## config.mk

```make
export PLATFORM = sky130hd
export DESIGN_NAME = node_local_rank_and_crc_hash_top_flat
export DESIGN_NICKNAME = d
export VERILOG_FILES = /design/src/rtl/nlrc_pkg.sv /design/src/rtl/nlrc_if.sv /design/src/rtl/node_local_rank_and_crc_hash_top.sv /design/src/flat_wrapper.sv
export SDC_FILE = /design/constraint.sdc
export NUM_CORES = 1
export LEC_CHECK = 0
export ABC_AREA = 0
export BUFFER_PORTS_ARGS = -buffer_cell sky130_fd_sc_hd__buf_2
export CAP_MARGIN = 10
export CORE_UTILIZATION = 39
export CTS_CLUSTER_SIZE = 30
export DETAILED_ROUTE_END_ITERATION = 8
export PLACE_DENSITY_LB_ADDON = 0.1
export SLEW_MARGIN = 10
export SYNTH_ARGS = -nofsm -noshare
export SYNTH_HDL_FRONTEND = slang
export SYNTH_SLANG_ARGS = --single-unit
```

## constraint.sdc

```tcl
create_clock -name clock -period 7.15 [get_ports clock]
set_clock_uncertainty 0.05 [all_clocks]
set_input_delay 1.43 -clock clock [delete_from_list [all_inputs] [get_ports clock]]
set_output_delay 1.43 -clock clock [all_outputs]
set_load 0.02 [all_outputs]
```

## src/rtl/nlrc_pkg.sv

```systemverilog
// ----------------------------------------------------------------------------
// nlrc_pkg: shared definitions for the node-local rank and CRC hash block
// Field widths, register indexes, map bounds and the CRC-32 fold function.
// ----------------------------------------------------------------------------
package nlrc_pkg;

   localparam int NODE_W  = 32;
   localparam int PROC_W  = 32;
   localparam int RANK_W  = 16;
   localparam int COUNT_W = 17;
   localparam int HASH_W  = 32;
   localparam int CSR_IDX_W  = 2;
   localparam int CSR_DATA_W = 32;

   // Longest map the block is sized for.
   localparam int MAX_ENTRIES = 65536;
   // Rank wraps and the local count saturates at this bound.
   localparam int ENTRY_BOUND = (MAX_ENTRIES < 65536) ? MAX_ENTRIES : 65536;
   // Largest self index that can be reported.
   localparam int SELF_MAX    = 65535;

   localparam logic [HASH_W-1:0] CRC_POLY = 32'hEDB8_8320;

   typedef enum logic [CSR_IDX_W-1:0] {
      CSR_OWN_NODE    = 2'd0,
      CSR_OWN_PROCESS = 2'd1,
      CSR_HASH_SEED   = 2'd2
   } csr_index_type;

   // Reflected CRC-32 over one 32-bit word, least significant byte first.
   // XOR-ing the whole word up front is equivalent to byte-wise feeding.
   function automatic logic [HASH_W-1:0] crc_fold_word(
      input logic [HASH_W-1:0] crc_in,
      input logic [31:0]       word
   );
      logic [HASH_W-1:0] crc;
      crc = crc_in ^ word;
      for (int k = 0; k < 32; k++) begin
         crc = (crc >> 1) ^ (crc[0] ? CRC_POLY : '0);
      end
      return crc;
   endfunction

endpackage

```

## src/rtl/nlrc_if.sv

```systemverilog
// ----------------------------------------------------------------------------
// nlrc_if: channel interfaces for the node-local rank and CRC hash block
// Map entry request, per-entry response and register write channels.
// ----------------------------------------------------------------------------
interface nlrc_req_if;
   logic                        valid;
   logic                        ready;
   logic [nlrc_pkg::NODE_W-1:0] entry_node;
   logic [nlrc_pkg::PROC_W-1:0] entry_process;
   logic                        last_entry;

   modport source (output valid, output entry_node, output entry_process,
                   output last_entry, input ready);
   modport sink   (input valid, input entry_node, input entry_process,
                   input last_entry, output ready);
endinterface

interface nlrc_rsp_if;
   logic                                valid;
   logic                                ready;
   logic [nlrc_pkg::RANK_W-1:0]         entry_rank;
   logic                                is_local;
   logic [nlrc_pkg::COUNT_W-1:0]        local_count;
   logic signed [nlrc_pkg::COUNT_W-1:0] self_index;
   logic [nlrc_pkg::HASH_W-1:0]         running_hash;

   modport source (output valid, output entry_rank, output is_local,
                   output local_count, output self_index, output running_hash,
                   input ready);
   modport sink   (input valid, input entry_rank, input is_local,
                   input local_count, input self_index, input running_hash,
                   output ready);
endinterface

interface nlrc_csr_if;
   logic                            valid;
   logic                            ready;
   logic [nlrc_pkg::CSR_IDX_W-1:0]  index;
   logic [nlrc_pkg::CSR_DATA_W-1:0] data;

   modport source (output valid, output index, output data, input ready);
   modport sink   (input valid, input index, input data, output ready);
endinterface

```

## src/rtl/node_local_rank_and_crc_hash_top.sv

```systemverilog
// ----------------------------------------------------------------------------
// node_local_rank_and_crc_hash_top: node-local rank finder with CRC-32 hash
// Streams a process map and reports rank, locality, self index and hash.
// ----------------------------------------------------------------------------
// Usage:
// A process map arrives on req_bus one entry per transaction (node id,
// process id, last-entry flag). Each entry yields exactly one transaction on
// rsp_bus carrying its rank in the map, whether it is local, the running
// local count, the local index of self (-1 until found) and the running
// reflected CRC-32 over all entry bytes so far, seeded from hash_seed.
// Registers are written over csr_bus, which is always ready; writes should
// happen only while no map entry is in flight. Indexes beyond the register
// list are dropped.
// An accepted request passes through one input register, then a single
// combinational pass into the response register. Throughput is one entry
// per cycle while rsp_bus is ready; the per-entry update of the counters
// and the 64-bit CRC fold closes within that single pass.
// When rsp_bus stalls, the response register holds and one more entry is
// taken into the input register; after that req_bus.ready drops.
// Synchronous reset clears the pipeline, the counters and the registers;
// the first entry after reset or after a last entry starts a new map.
// ----------------------------------------------------------------------------
module node_local_rank_and_crc_hash_top (
   input logic         clock,
   input logic         reset,
   nlrc_req_if.sink    req_bus,
   nlrc_rsp_if.source  rsp_bus,
   nlrc_csr_if.sink    csr_bus
);
   import nlrc_pkg::*;

   localparam logic [COUNT_W-1:0] BOUND_C    = COUNT_W'(ENTRY_BOUND);
   localparam logic [COUNT_W-1:0] SELF_MAX_C = COUNT_W'(SELF_MAX);

   // Configuration registers.
   logic [NODE_W-1:0] own_node_ff;
   logic [PROC_W-1:0] own_proc_ff;
   logic [HASH_W-1:0] hash_seed_ff;

   // Input register stage.
   logic              in_valid_ff, in_valid_in;
   logic [NODE_W-1:0] in_node_ff;
   logic [PROC_W-1:0] in_proc_ff;
   logic              in_last_ff;

   // Per-map state.
   logic [RANK_W-1:0]         rank_ff, rank_in;
   logic [COUNT_W-1:0]        local_cnt_ff, local_cnt_in;
   logic signed [COUNT_W-1:0] self_pos_ff, self_pos_in;
   logic [HASH_W-1:0]         hash_ff, hash_in;
   logic                      map_start_ff, map_start_in;

   // Response register stage.
   logic                      out_valid_ff, out_valid_in;
   logic [RANK_W-1:0]         out_rank_ff;
   logic                      out_local_ff;
   logic [COUNT_W-1:0]        out_count_ff;
   logic signed [COUNT_W-1:0] out_self_ff;
   logic [HASH_W-1:0]         out_hash_ff;

   // Datapath.
   logic                      advance;
   logic                      req_take;
   logic                      commit;
   logic                      entry_local;
   logic                      self_hit;
   logic [COUNT_W-1:0]        count_new;
   logic signed [COUNT_W-1:0] self_new;
   logic [HASH_W-1:0]         hash_base;
   logic [HASH_W-1:0]         hash_mid;
   logic [HASH_W-1:0]         hash_new;
   logic [COUNT_W-1:0]        rank_inc;

   // The response register can load when it is empty or being drained.
   assign advance  = !out_valid_ff || rsp_bus.ready;
   assign commit   = in_valid_ff && advance;
   assign req_bus.ready = !in_valid_ff || advance;
   assign req_take = req_bus.valid && req_bus.ready;
   assign csr_bus.ready = 1'b1;

   // ---------------- configuration writes ----------------
   always_ff @(posedge clock) begin
      if (reset) begin
         own_node_ff  <= '0;
         own_proc_ff  <= '0;
         hash_seed_ff <= '0;
      end else if (csr_bus.valid) begin
         case (csr_bus.index)
            CSR_OWN_NODE:    own_node_ff  <= csr_bus.data;
            CSR_OWN_PROCESS: own_proc_ff  <= csr_bus.data;
            CSR_HASH_SEED:   hash_seed_ff <= csr_bus.data;
            default:         ;
         endcase
      end
   end

   // ---------------- input register ----------------
   always_comb begin
      in_valid_in = in_valid_ff;
      if (req_take) begin
         in_valid_in = 1'b1;
      end else if (advance) begin
         in_valid_in = 1'b0;
      end
   end

   always_ff @(posedge clock) begin
      if (reset) begin
         in_valid_ff <= 1'b0;
      end else begin
         in_valid_ff <= in_valid_in;
      end
   end

   always_ff @(posedge clock) begin
      if (req_take) begin
         in_node_ff <= req_bus.entry_node;
         in_proc_ff <= req_bus.entry_process;
         in_last_ff <= req_bus.last_entry;
      end
   end

   // ---------------- single-pass entry update ----------------
   always_comb begin
      entry_local = (in_node_ff == own_node_ff);
      self_hit    = entry_local && (in_proc_ff == own_proc_ff);

      // Self index is the local count before this entry, clipped.
      if (self_hit) begin
         self_new = (local_cnt_ff > SELF_MAX_C) ? SELF_MAX_C : local_cnt_ff;
      end else begin
         self_new = self_pos_ff;
      end

      if (entry_local && (local_cnt_ff < BOUND_C)) begin
         count_new = local_cnt_ff + COUNT_W'(1);
      end else begin
         count_new = local_cnt_ff;
      end

      // The first entry of a map starts from the seed as it stands now.
      hash_base = map_start_ff ? hash_seed_ff : hash_ff;
      hash_mid  = crc_fold_word(hash_base, in_node_ff);
      hash_new  = crc_fold_word(hash_mid, in_proc_ff);

      rank_inc = {1'b0, rank_ff} + COUNT_W'(1);

      rank_in      = rank_ff;
      local_cnt_in = local_cnt_ff;
      self_pos_in  = self_pos_ff;
      hash_in      = hash_ff;
      map_start_in = map_start_ff;
      if (commit) begin
         if (in_last_ff) begin
            rank_in      = '0;
            local_cnt_in = '0;
            self_pos_in  = '1;
            hash_in      = hash_new;
            map_start_in = 1'b1;
         end else begin
            rank_in      = (rank_inc >= BOUND_C) ? '0 : rank_inc[RANK_W-1:0];
            local_cnt_in = count_new;
            self_pos_in  = self_new;
            hash_in      = hash_new;
            map_start_in = 1'b0;
         end
      end
   end

   always_ff @(posedge clock) begin
      if (reset) begin
         rank_ff      <= '0;
         local_cnt_ff <= '0;
         self_pos_ff  <= '1;
         hash_ff      <= '0;
         map_start_ff <= 1'b1;
      end else begin
         rank_ff      <= rank_in;
         local_cnt_ff <= local_cnt_in;
         self_pos_ff  <= self_pos_in;
         hash_ff      <= hash_in;
         map_start_ff <= map_start_in;
      end
   end

   // ---------------- response register ----------------
   always_comb begin
      out_valid_in = out_valid_ff;
      if (advance) begin
         out_valid_in = in_valid_ff;
      end
   end

   always_ff @(posedge clock) begin
      if (reset) begin
         out_valid_ff <= 1'b0;
      end else begin
         out_valid_ff <= out_valid_in;
      end
   end

   always_ff @(posedge clock) begin
      if (commit) begin
         out_rank_ff  <= rank_ff;
         out_local_ff <= entry_local;
         out_count_ff <= count_new;
         out_self_ff  <= self_new;
         out_hash_ff  <= hash_new;
      end
   end

   assign rsp_bus.valid        = out_valid_ff;
   assign rsp_bus.entry_rank   = out_rank_ff;
   assign rsp_bus.is_local     = out_local_ff;
   assign rsp_bus.local_count  = out_count_ff;
   assign rsp_bus.self_index   = out_self_ff;
   assign rsp_bus.running_hash = out_hash_ff;

endmodule

```

## src/flat_wrapper.sv

```systemverilog
// flat-port wrapper written by rule: the top's interface ports become plain ports
module node_local_rank_and_crc_hash_top_flat import nlrc_pkg::*;
  (clock, reset, req_bus_valid, req_bus_entry_node, req_bus_entry_process, req_bus_last_entry, req_bus_ready, rsp_bus_valid, rsp_bus_entry_rank, rsp_bus_is_local, rsp_bus_local_count, rsp_bus_self_index, rsp_bus_running_hash, rsp_bus_ready, csr_bus_valid, csr_bus_index, csr_bus_data, csr_bus_ready);
  nlrc_req_if req_bus_i ();
  nlrc_rsp_if rsp_bus_i ();
  nlrc_csr_if csr_bus_i ();
  input logic clock;
  input logic reset;
  input wire logic [$bits(req_bus_i.valid)-1:0] req_bus_valid;
  input wire logic [$bits(req_bus_i.entry_node)-1:0] req_bus_entry_node;
  input wire logic [$bits(req_bus_i.entry_process)-1:0] req_bus_entry_process;
  input wire logic [$bits(req_bus_i.last_entry)-1:0] req_bus_last_entry;
  output wire logic [$bits(req_bus_i.ready)-1:0] req_bus_ready;
  output wire logic [$bits(rsp_bus_i.valid)-1:0] rsp_bus_valid;
  output wire logic [$bits(rsp_bus_i.entry_rank)-1:0] rsp_bus_entry_rank;
  output wire logic [$bits(rsp_bus_i.is_local)-1:0] rsp_bus_is_local;
  output wire logic [$bits(rsp_bus_i.local_count)-1:0] rsp_bus_local_count;
  output wire logic [$bits(rsp_bus_i.self_index)-1:0] rsp_bus_self_index;
  output wire logic [$bits(rsp_bus_i.running_hash)-1:0] rsp_bus_running_hash;
  input wire logic [$bits(rsp_bus_i.ready)-1:0] rsp_bus_ready;
  input wire logic [$bits(csr_bus_i.valid)-1:0] csr_bus_valid;
  input wire logic [$bits(csr_bus_i.index)-1:0] csr_bus_index;
  input wire logic [$bits(csr_bus_i.data)-1:0] csr_bus_data;
  output wire logic [$bits(csr_bus_i.ready)-1:0] csr_bus_ready;
  assign req_bus_i.valid = req_bus_valid;
  assign req_bus_i.entry_node = req_bus_entry_node;
  assign req_bus_i.entry_process = req_bus_entry_process;
  assign req_bus_i.last_entry = req_bus_last_entry;
  assign req_bus_ready = req_bus_i.ready;
  assign rsp_bus_valid = rsp_bus_i.valid;
  assign rsp_bus_entry_rank = rsp_bus_i.entry_rank;
  assign rsp_bus_is_local = rsp_bus_i.is_local;
  assign rsp_bus_local_count = rsp_bus_i.local_count;
  assign rsp_bus_self_index = rsp_bus_i.self_index;
  assign rsp_bus_running_hash = rsp_bus_i.running_hash;
  assign rsp_bus_i.ready = rsp_bus_ready;
  assign csr_bus_i.valid = csr_bus_valid;
  assign csr_bus_i.index = csr_bus_index;
  assign csr_bus_i.data = csr_bus_data;
  assign csr_bus_ready = csr_bus_i.ready;
  node_local_rank_and_crc_hash_top u_core (.clock(clock), .reset(reset), .req_bus(req_bus_i), .rsp_bus(rsp_bus_i), .csr_bus(csr_bus_i));
endmodule
```

Word level (Yosys, flattened, before mapping). Index checks and enable logic that the tools add are counted.

Flip-flop bits (word level): 329. Output and inout bits: 86. Bits of input ports: 104.

Equal/unequal tests: 4. Bitwise operators: 66. Add/subtract/negate cells: 2. Reduce and logical (&&, ||, !) cells: 13. Mux-type cells: 75. $lt $le $gt $ge: 3.

Operators by type and width (number): 2-to-1 mux 32 bit (65); bitwise XOR 31 x 32 -> 32 bit (64); 2-to-1 mux 17 bit (5); == test 32 bit (2); bitwise XOR 32 bit (2); 2-to-1 mux 16 bit (2); adder 16 x 1 -> 17 bit, second input constant (1); adder 17 x 1 -> 17 bit, second input constant (1); greater-or-equal comparator 17 bit, second input constant (1); greater-than comparator 17 x 16 -> 1 bit, second input constant (1); < comparator 17 bit, second input constant (1); AND reduction 2 bit (3); logical AND 1 bit (4); 2-to-1 mux 1 bit (3); == test 2 x 1 -> 1 bit, second input constant (1); == test 2 bit, second input constant (1); logical NOT 1 bit (2); logical NOT 2 bit (1); logical OR 1 bit (2); nonzero test 2 bit (1).

Longest topological paths before layout.
Depth after elaboration: 131. Mapped depth: 21. Mapped depth without buffers: 16.

Least setup slack after synthesis. No wires, ideal clock.

Path kind: flip-flop to flip-flop. Start point: register u_core.map_start_ff. End point: register u_core.hash_ff[19]. Buffers on the path: 2. Path slack: 939 ps. Cell stages (with the launch flop): 18. Library setup time: 115 ps. Arrival: 6046 ps. Cells stage by stage: dfxtp_1 > buf_6 > buf_6 > mux2i_4 > xor2_2 > xnor3_1 > xnor2_4 > xor3_4 > xor2_4 > xnor3_2 > xnor2_2 > xnor3_1 > xnor3_1 > xor3_2 > xnor2_4 > xnor3_1 > xor3_1 > o21a_1.

Cells in the longest elaborated chain, start to end: 78. Elaborated cells between the ends (all ways): 130.

Ends and longest elaborated chain: start, declared (line node_local_rank_and_crc_hash_top.sv:51) `logic map_start_ff, map_start_in;`; start signal, assigned (line node_local_rank_and_crc_hash_top.sv:182) `map_start_ff <= map_start_in;`; 2-to-1 mux 32 bit (*) (line node_local_rank_and_crc_hash_top.sv:142) `hash_base = map_start_ff ? hash_seed_ff : hash_ff;`; bitwise XOR 32 bit (*) (line nlrc_pkg.sv:37) `crc = crc_in ^ word;`; bitwise XOR 31 x 32 -> 32 bit (*) (line nlrc_pkg.sv:39) `crc = (crc >> 1) ^ (crc[0] ? CRC_POLY : '0);`; 2-to-1 mux 32 bit / bitwise XOR 31 x 32 -> 32 bit (equally long branches) (line nlrc_pkg.sv:39); bitwise XOR 31 x 32 -> 32 bit (*) (6 in a row) (line nlrc_pkg.sv:39); 2-to-1 mux 32 bit / bitwise XOR 31 x 32 -> 32 bit (equally long branches) (line nlrc_pkg.sv:39); bitwise XOR 31 x 32 -> 32 bit (*) (6 in a row) (line nlrc_pkg.sv:39); 2-to-1 mux 32 bit / bitwise XOR 31 x 32 -> 32 bit (equally long branches) (line nlrc_pkg.sv:39); (+36 left out); bitwise XOR 31 x 32 -> 32 bit (*) (6 in a row) (line nlrc_pkg.sv:39); 2-to-1 mux 32 bit / bitwise XOR 31 x 32 -> 32 bit (equally long branches) (line nlrc_pkg.sv:39); bitwise XOR 31 x 32 -> 32 bit (*) (6 in a row) (line nlrc_pkg.sv:39); 2-to-1 mux 32 bit / bitwise XOR 31 x 32 -> 32 bit (equally long branches) (line nlrc_pkg.sv:39); bitwise XOR 31 x 32 -> 32 bit (*) (6 in a row) (line nlrc_pkg.sv:39); 2-to-1 mux 32 bit / bitwise XOR 31 x 32 -> 32 bit (equally long branches) (line nlrc_pkg.sv:39); bitwise XOR 31 x 32 -> 32 bit (*) (3 in a row) (line nlrc_pkg.sv:39); net u_core.hash_new[19] (line node_local_rank_and_crc_hash_top.sv:71) `logic [HASH_W-1:0] hash_new;`; end signal, assigned (line node_local_rank_and_crc_hash_top.sv:181) `hash_ff <= hash_in;`; end, declared (line node_local_rank_and_crc_hash_top.sv:50) `logic [HASH_W-1:0] hash_ff, hash_in;`.

The timed path passes the listed nets; every way through them passes the cells marked *. A chain may end at the register's enable or synchronous reset.

Final worst setup path. Ends and elaborated chain as after synthesis.

==> out/qor.csv <==
metric,value,unit
finalSetupTns,0,ns
cp_slowest_cell,xor3_4,
drt-total-wl,57700,um
die_w,225,um
cp-start-kind,register,
synth_top_cell_by_area,edfxtp_1,
routedWlPerCell,22.2,um
hold_viol,0,
viasPerCell,4.90,
insertion_delay,0.55,ns
cts_tree,done,
finalNonFillerCells,2605,
dp_cells,2532,
setup_violations,0,
vias,12800,
grtUsageTotal,22.8,%
synth_warnings,0,
first_global_vias,12700,
ys_types,52,
max_stage_delay,0.65,ns
drcViolationCount,0,
fin_crit_sh,96.3,%
hpwl,45000,um
cts.path.max_buffers,3,
syn_inst,1683,
worst_ep_arrival_time,7.29,ns
ys.flop_type,dfxtp_1,
grt_pass1_wl,83600,um
relSlewSlack,30.1,%
final_common_cell,xnor2_1,
cts_setup_buffers,0,
syn-num-nets,1790,
yosys_register_bits,329,
start_util,39.7,%
path_common_cell,xnor3_1,
rsz0062_at_grt,false,
synth_compound_area_share,5.50,%
ys_seq_area_share,41.5,%
synth-simple-area-share,9.18,%
grt-ovfl-total,0,
crit_type,reg2reg,
antenna_found_initial,0,
syn-mean-instance-area,11.6,um^2
timing.reg2reg.setup_slack,0.26,ns
nets,2016,
tightestPinTransition,1.05,ns
drive_above_1_share,19.8,%
clock.fmax,145,MHz
dieArea,50800,um^2
cpLargestDelayFamily,XOR/XNOR gates,
slew_violations,0,
syn_area,19500,um^2
worst_ep_required_time,7.56,ns
crit_buf_inv,1,
place_area,21500,um^2
cts.sinks,329,
root_buffer,clkbuf_16,
die_h,225,um
num_io_pins,190,
portBuffers,188,
max_cap_viol_count,0,
synth_edf_count,148,
area.growth.synth_to_final,17.2,%
drt_iter0_drc,971,
yosys.area_share.xor_xnor,39.9,%
async_flop_share,0,%
hold_path.class,reg2reg,
core,49100,um^2
htree_levels,2,
post-route-cell-area,22800,um^2
final_cell_mix,"xnor2_1, nand2_1, buf_2",
synthAdderAreaFrac,0.193,%
cts_buffers,39,
clk_pin_slew,0.06,ns
drtPass1Iterations,5,
synth_area_leaders,"edfxtp_1, dfxtp_1, xnor2_1, xnor3_1, xor2_1",
end_kind,register,
worstPathMaxFanout,20,
synth.mux.area_fraction,2.10,%
fp-row-count,81,
status,"complete, no violations",
gp_congestion,0.879,
fin_util,46.5,%
hold_buffers,0,
grt_max_degree,93,
synth_top_family_by_area,XOR/XNOR gates,
synth_top_area_share,22.8,%
path_cells,buf_12 -> mux2i_2 -> xor2_2 -> xnor3_2 -> xnor2_4 -> xor3_4 -> xor2_4 -> xnor3_2 -> xnor2_2 -> xnor3_1 -> xnor3_1 -> xor3_2 -> xnor2_4 -> xnor3_1 -> xor3_1 -> o21a_1,
finalCriticalPeriod,6.89,ns
ant_nets,0,
==> cell type report <==
type	instances	area, um^2
inverter	7	28.8
multi-input combinational	1276	11100
antenna	1	2.50
clock inverter	21	260
timing repair buffer	256	1470
tap	664	831
sequential	329	8070
clock buffer	51	1050
fill	4672	26300
==> through the flow <==
stage	hold slack [ns]	setup WS (ns)
floorplan	0.365	0.939
global placement	0.376	0.225
detailed placement	0.380	0.273
CTS	0.390	0.218
global route	0.404	0.0310
finish	0.392	0.263
==> per-layer routing <==
metal,part of all wire (%),GRT usage (%),vias to the layer above
met5,0,0,-
met2,47,36.6,315
li1,-,-,6139
met1,45,31.1,6239
met4,3.2,7.90,0
met3,4.9,3.42,79
==> worst min-delay path: stages, from the launching register on <==
cell and delay [ns]:
dfxtp_1 0.31, nand2_1 0.05, nand2_1 0.04
==> registers in the layout, summed over array words and instances, names as in the netlist <==
| signal | count |
|---|---|
| u_core.in_proc_ff | 32 |
| u_core.rsp_bus.running_hash | 32 |
| u_core.rsp_bus.valid | 1 |
| u_core.in_last_ff | 1 |
| u_core.in_node_ff | 32 |
| u_core.own_node_ff | 32 |
| u_core.rsp_bus.local_count | 17 |
| u_core.rsp_bus.is_local | 1 |
| u_core.hash_seed_ff | 32 |
| u_core.hash_ff | 32 |
| u_core.local_cnt_ff | 17 |
| u_core.in_valid_ff | 1 |
| u_core.self_pos_ff | 17 |
| u_core.rsp_bus.self_index | 17 |
| u_core.own_proc_ff | 32 |
| u_core.map_start_ff | 1 |
| u_core.rsp_bus.entry_rank | 16 |
| u_core.rank_ff | 16 |
==> cells in the mapped netlist (3+ instances only) <==
cell / number
buf_6: 3
and3_1: 5
xor3_2: 4
nor4_1: 11
mux2i_2: 4
buf_1: 7
or3_1: 5
buf_4: 3
nor3_1: 5
nand4_1: 17
o22a_1: 16
and2_1: 3
nor2_1: 87
xnor2_1: 296
nand2_1: 276
inv_1: 6
mux2i_1: 32
o21ai_0: 20
xnor3_1: 110
dfxtp_1: 181
a22oi_1: 8
edfxtp_1: 148
xnor3_2: 8
xnor2_4: 9
xor2_2: 8
xor3_1: 20
clkbuf_1: 57
ha_1: 3
a21oi_1: 144
nand3_1: 10
xnor2_2: 22
xor2_1: 129
==> final timing paths <==
| path | start | endpoint | depth (start not counted) |
|---|---|---|---|
| worst min register to register | u_core.self_pos_ff[16] | u_core.self_pos_ff[16] | 2 |
| worst min-delay path | u_core.self_pos_ff[16] | u_core.self_pos_ff[16] | 2 |
| worst max-delay path | u_core.map_start_ff | u_core.hash_ff[19] | 16 |
| worst max register to register | u_core.map_start_ff | u_core.hash_ff[19] | 16 |
==> kinds of logic (layout without fill, tap and decap cells) <==
logic type | Yosys count | after routing
muxes | 38 | 38
xor gates and xnor gates | 608 | 608
AOI/OAI and AO/OA | 195 | 195
other | 1 | 2
adders and majority gates | 3 | 3
buffers and inverters | 78 | 335
and+or+nand+nor | 431 | 431
DFF | 329 | 329
==> what timing repair did <==
item,CTS,global route
hold endpoints to repair,0,0
resized for setup,0,2
setup endpoints to repair,0,3
Power is left out: the tool's default activity adds up to more than one toggle a clock period on the data nets, which glitch-free logic cannot reach.
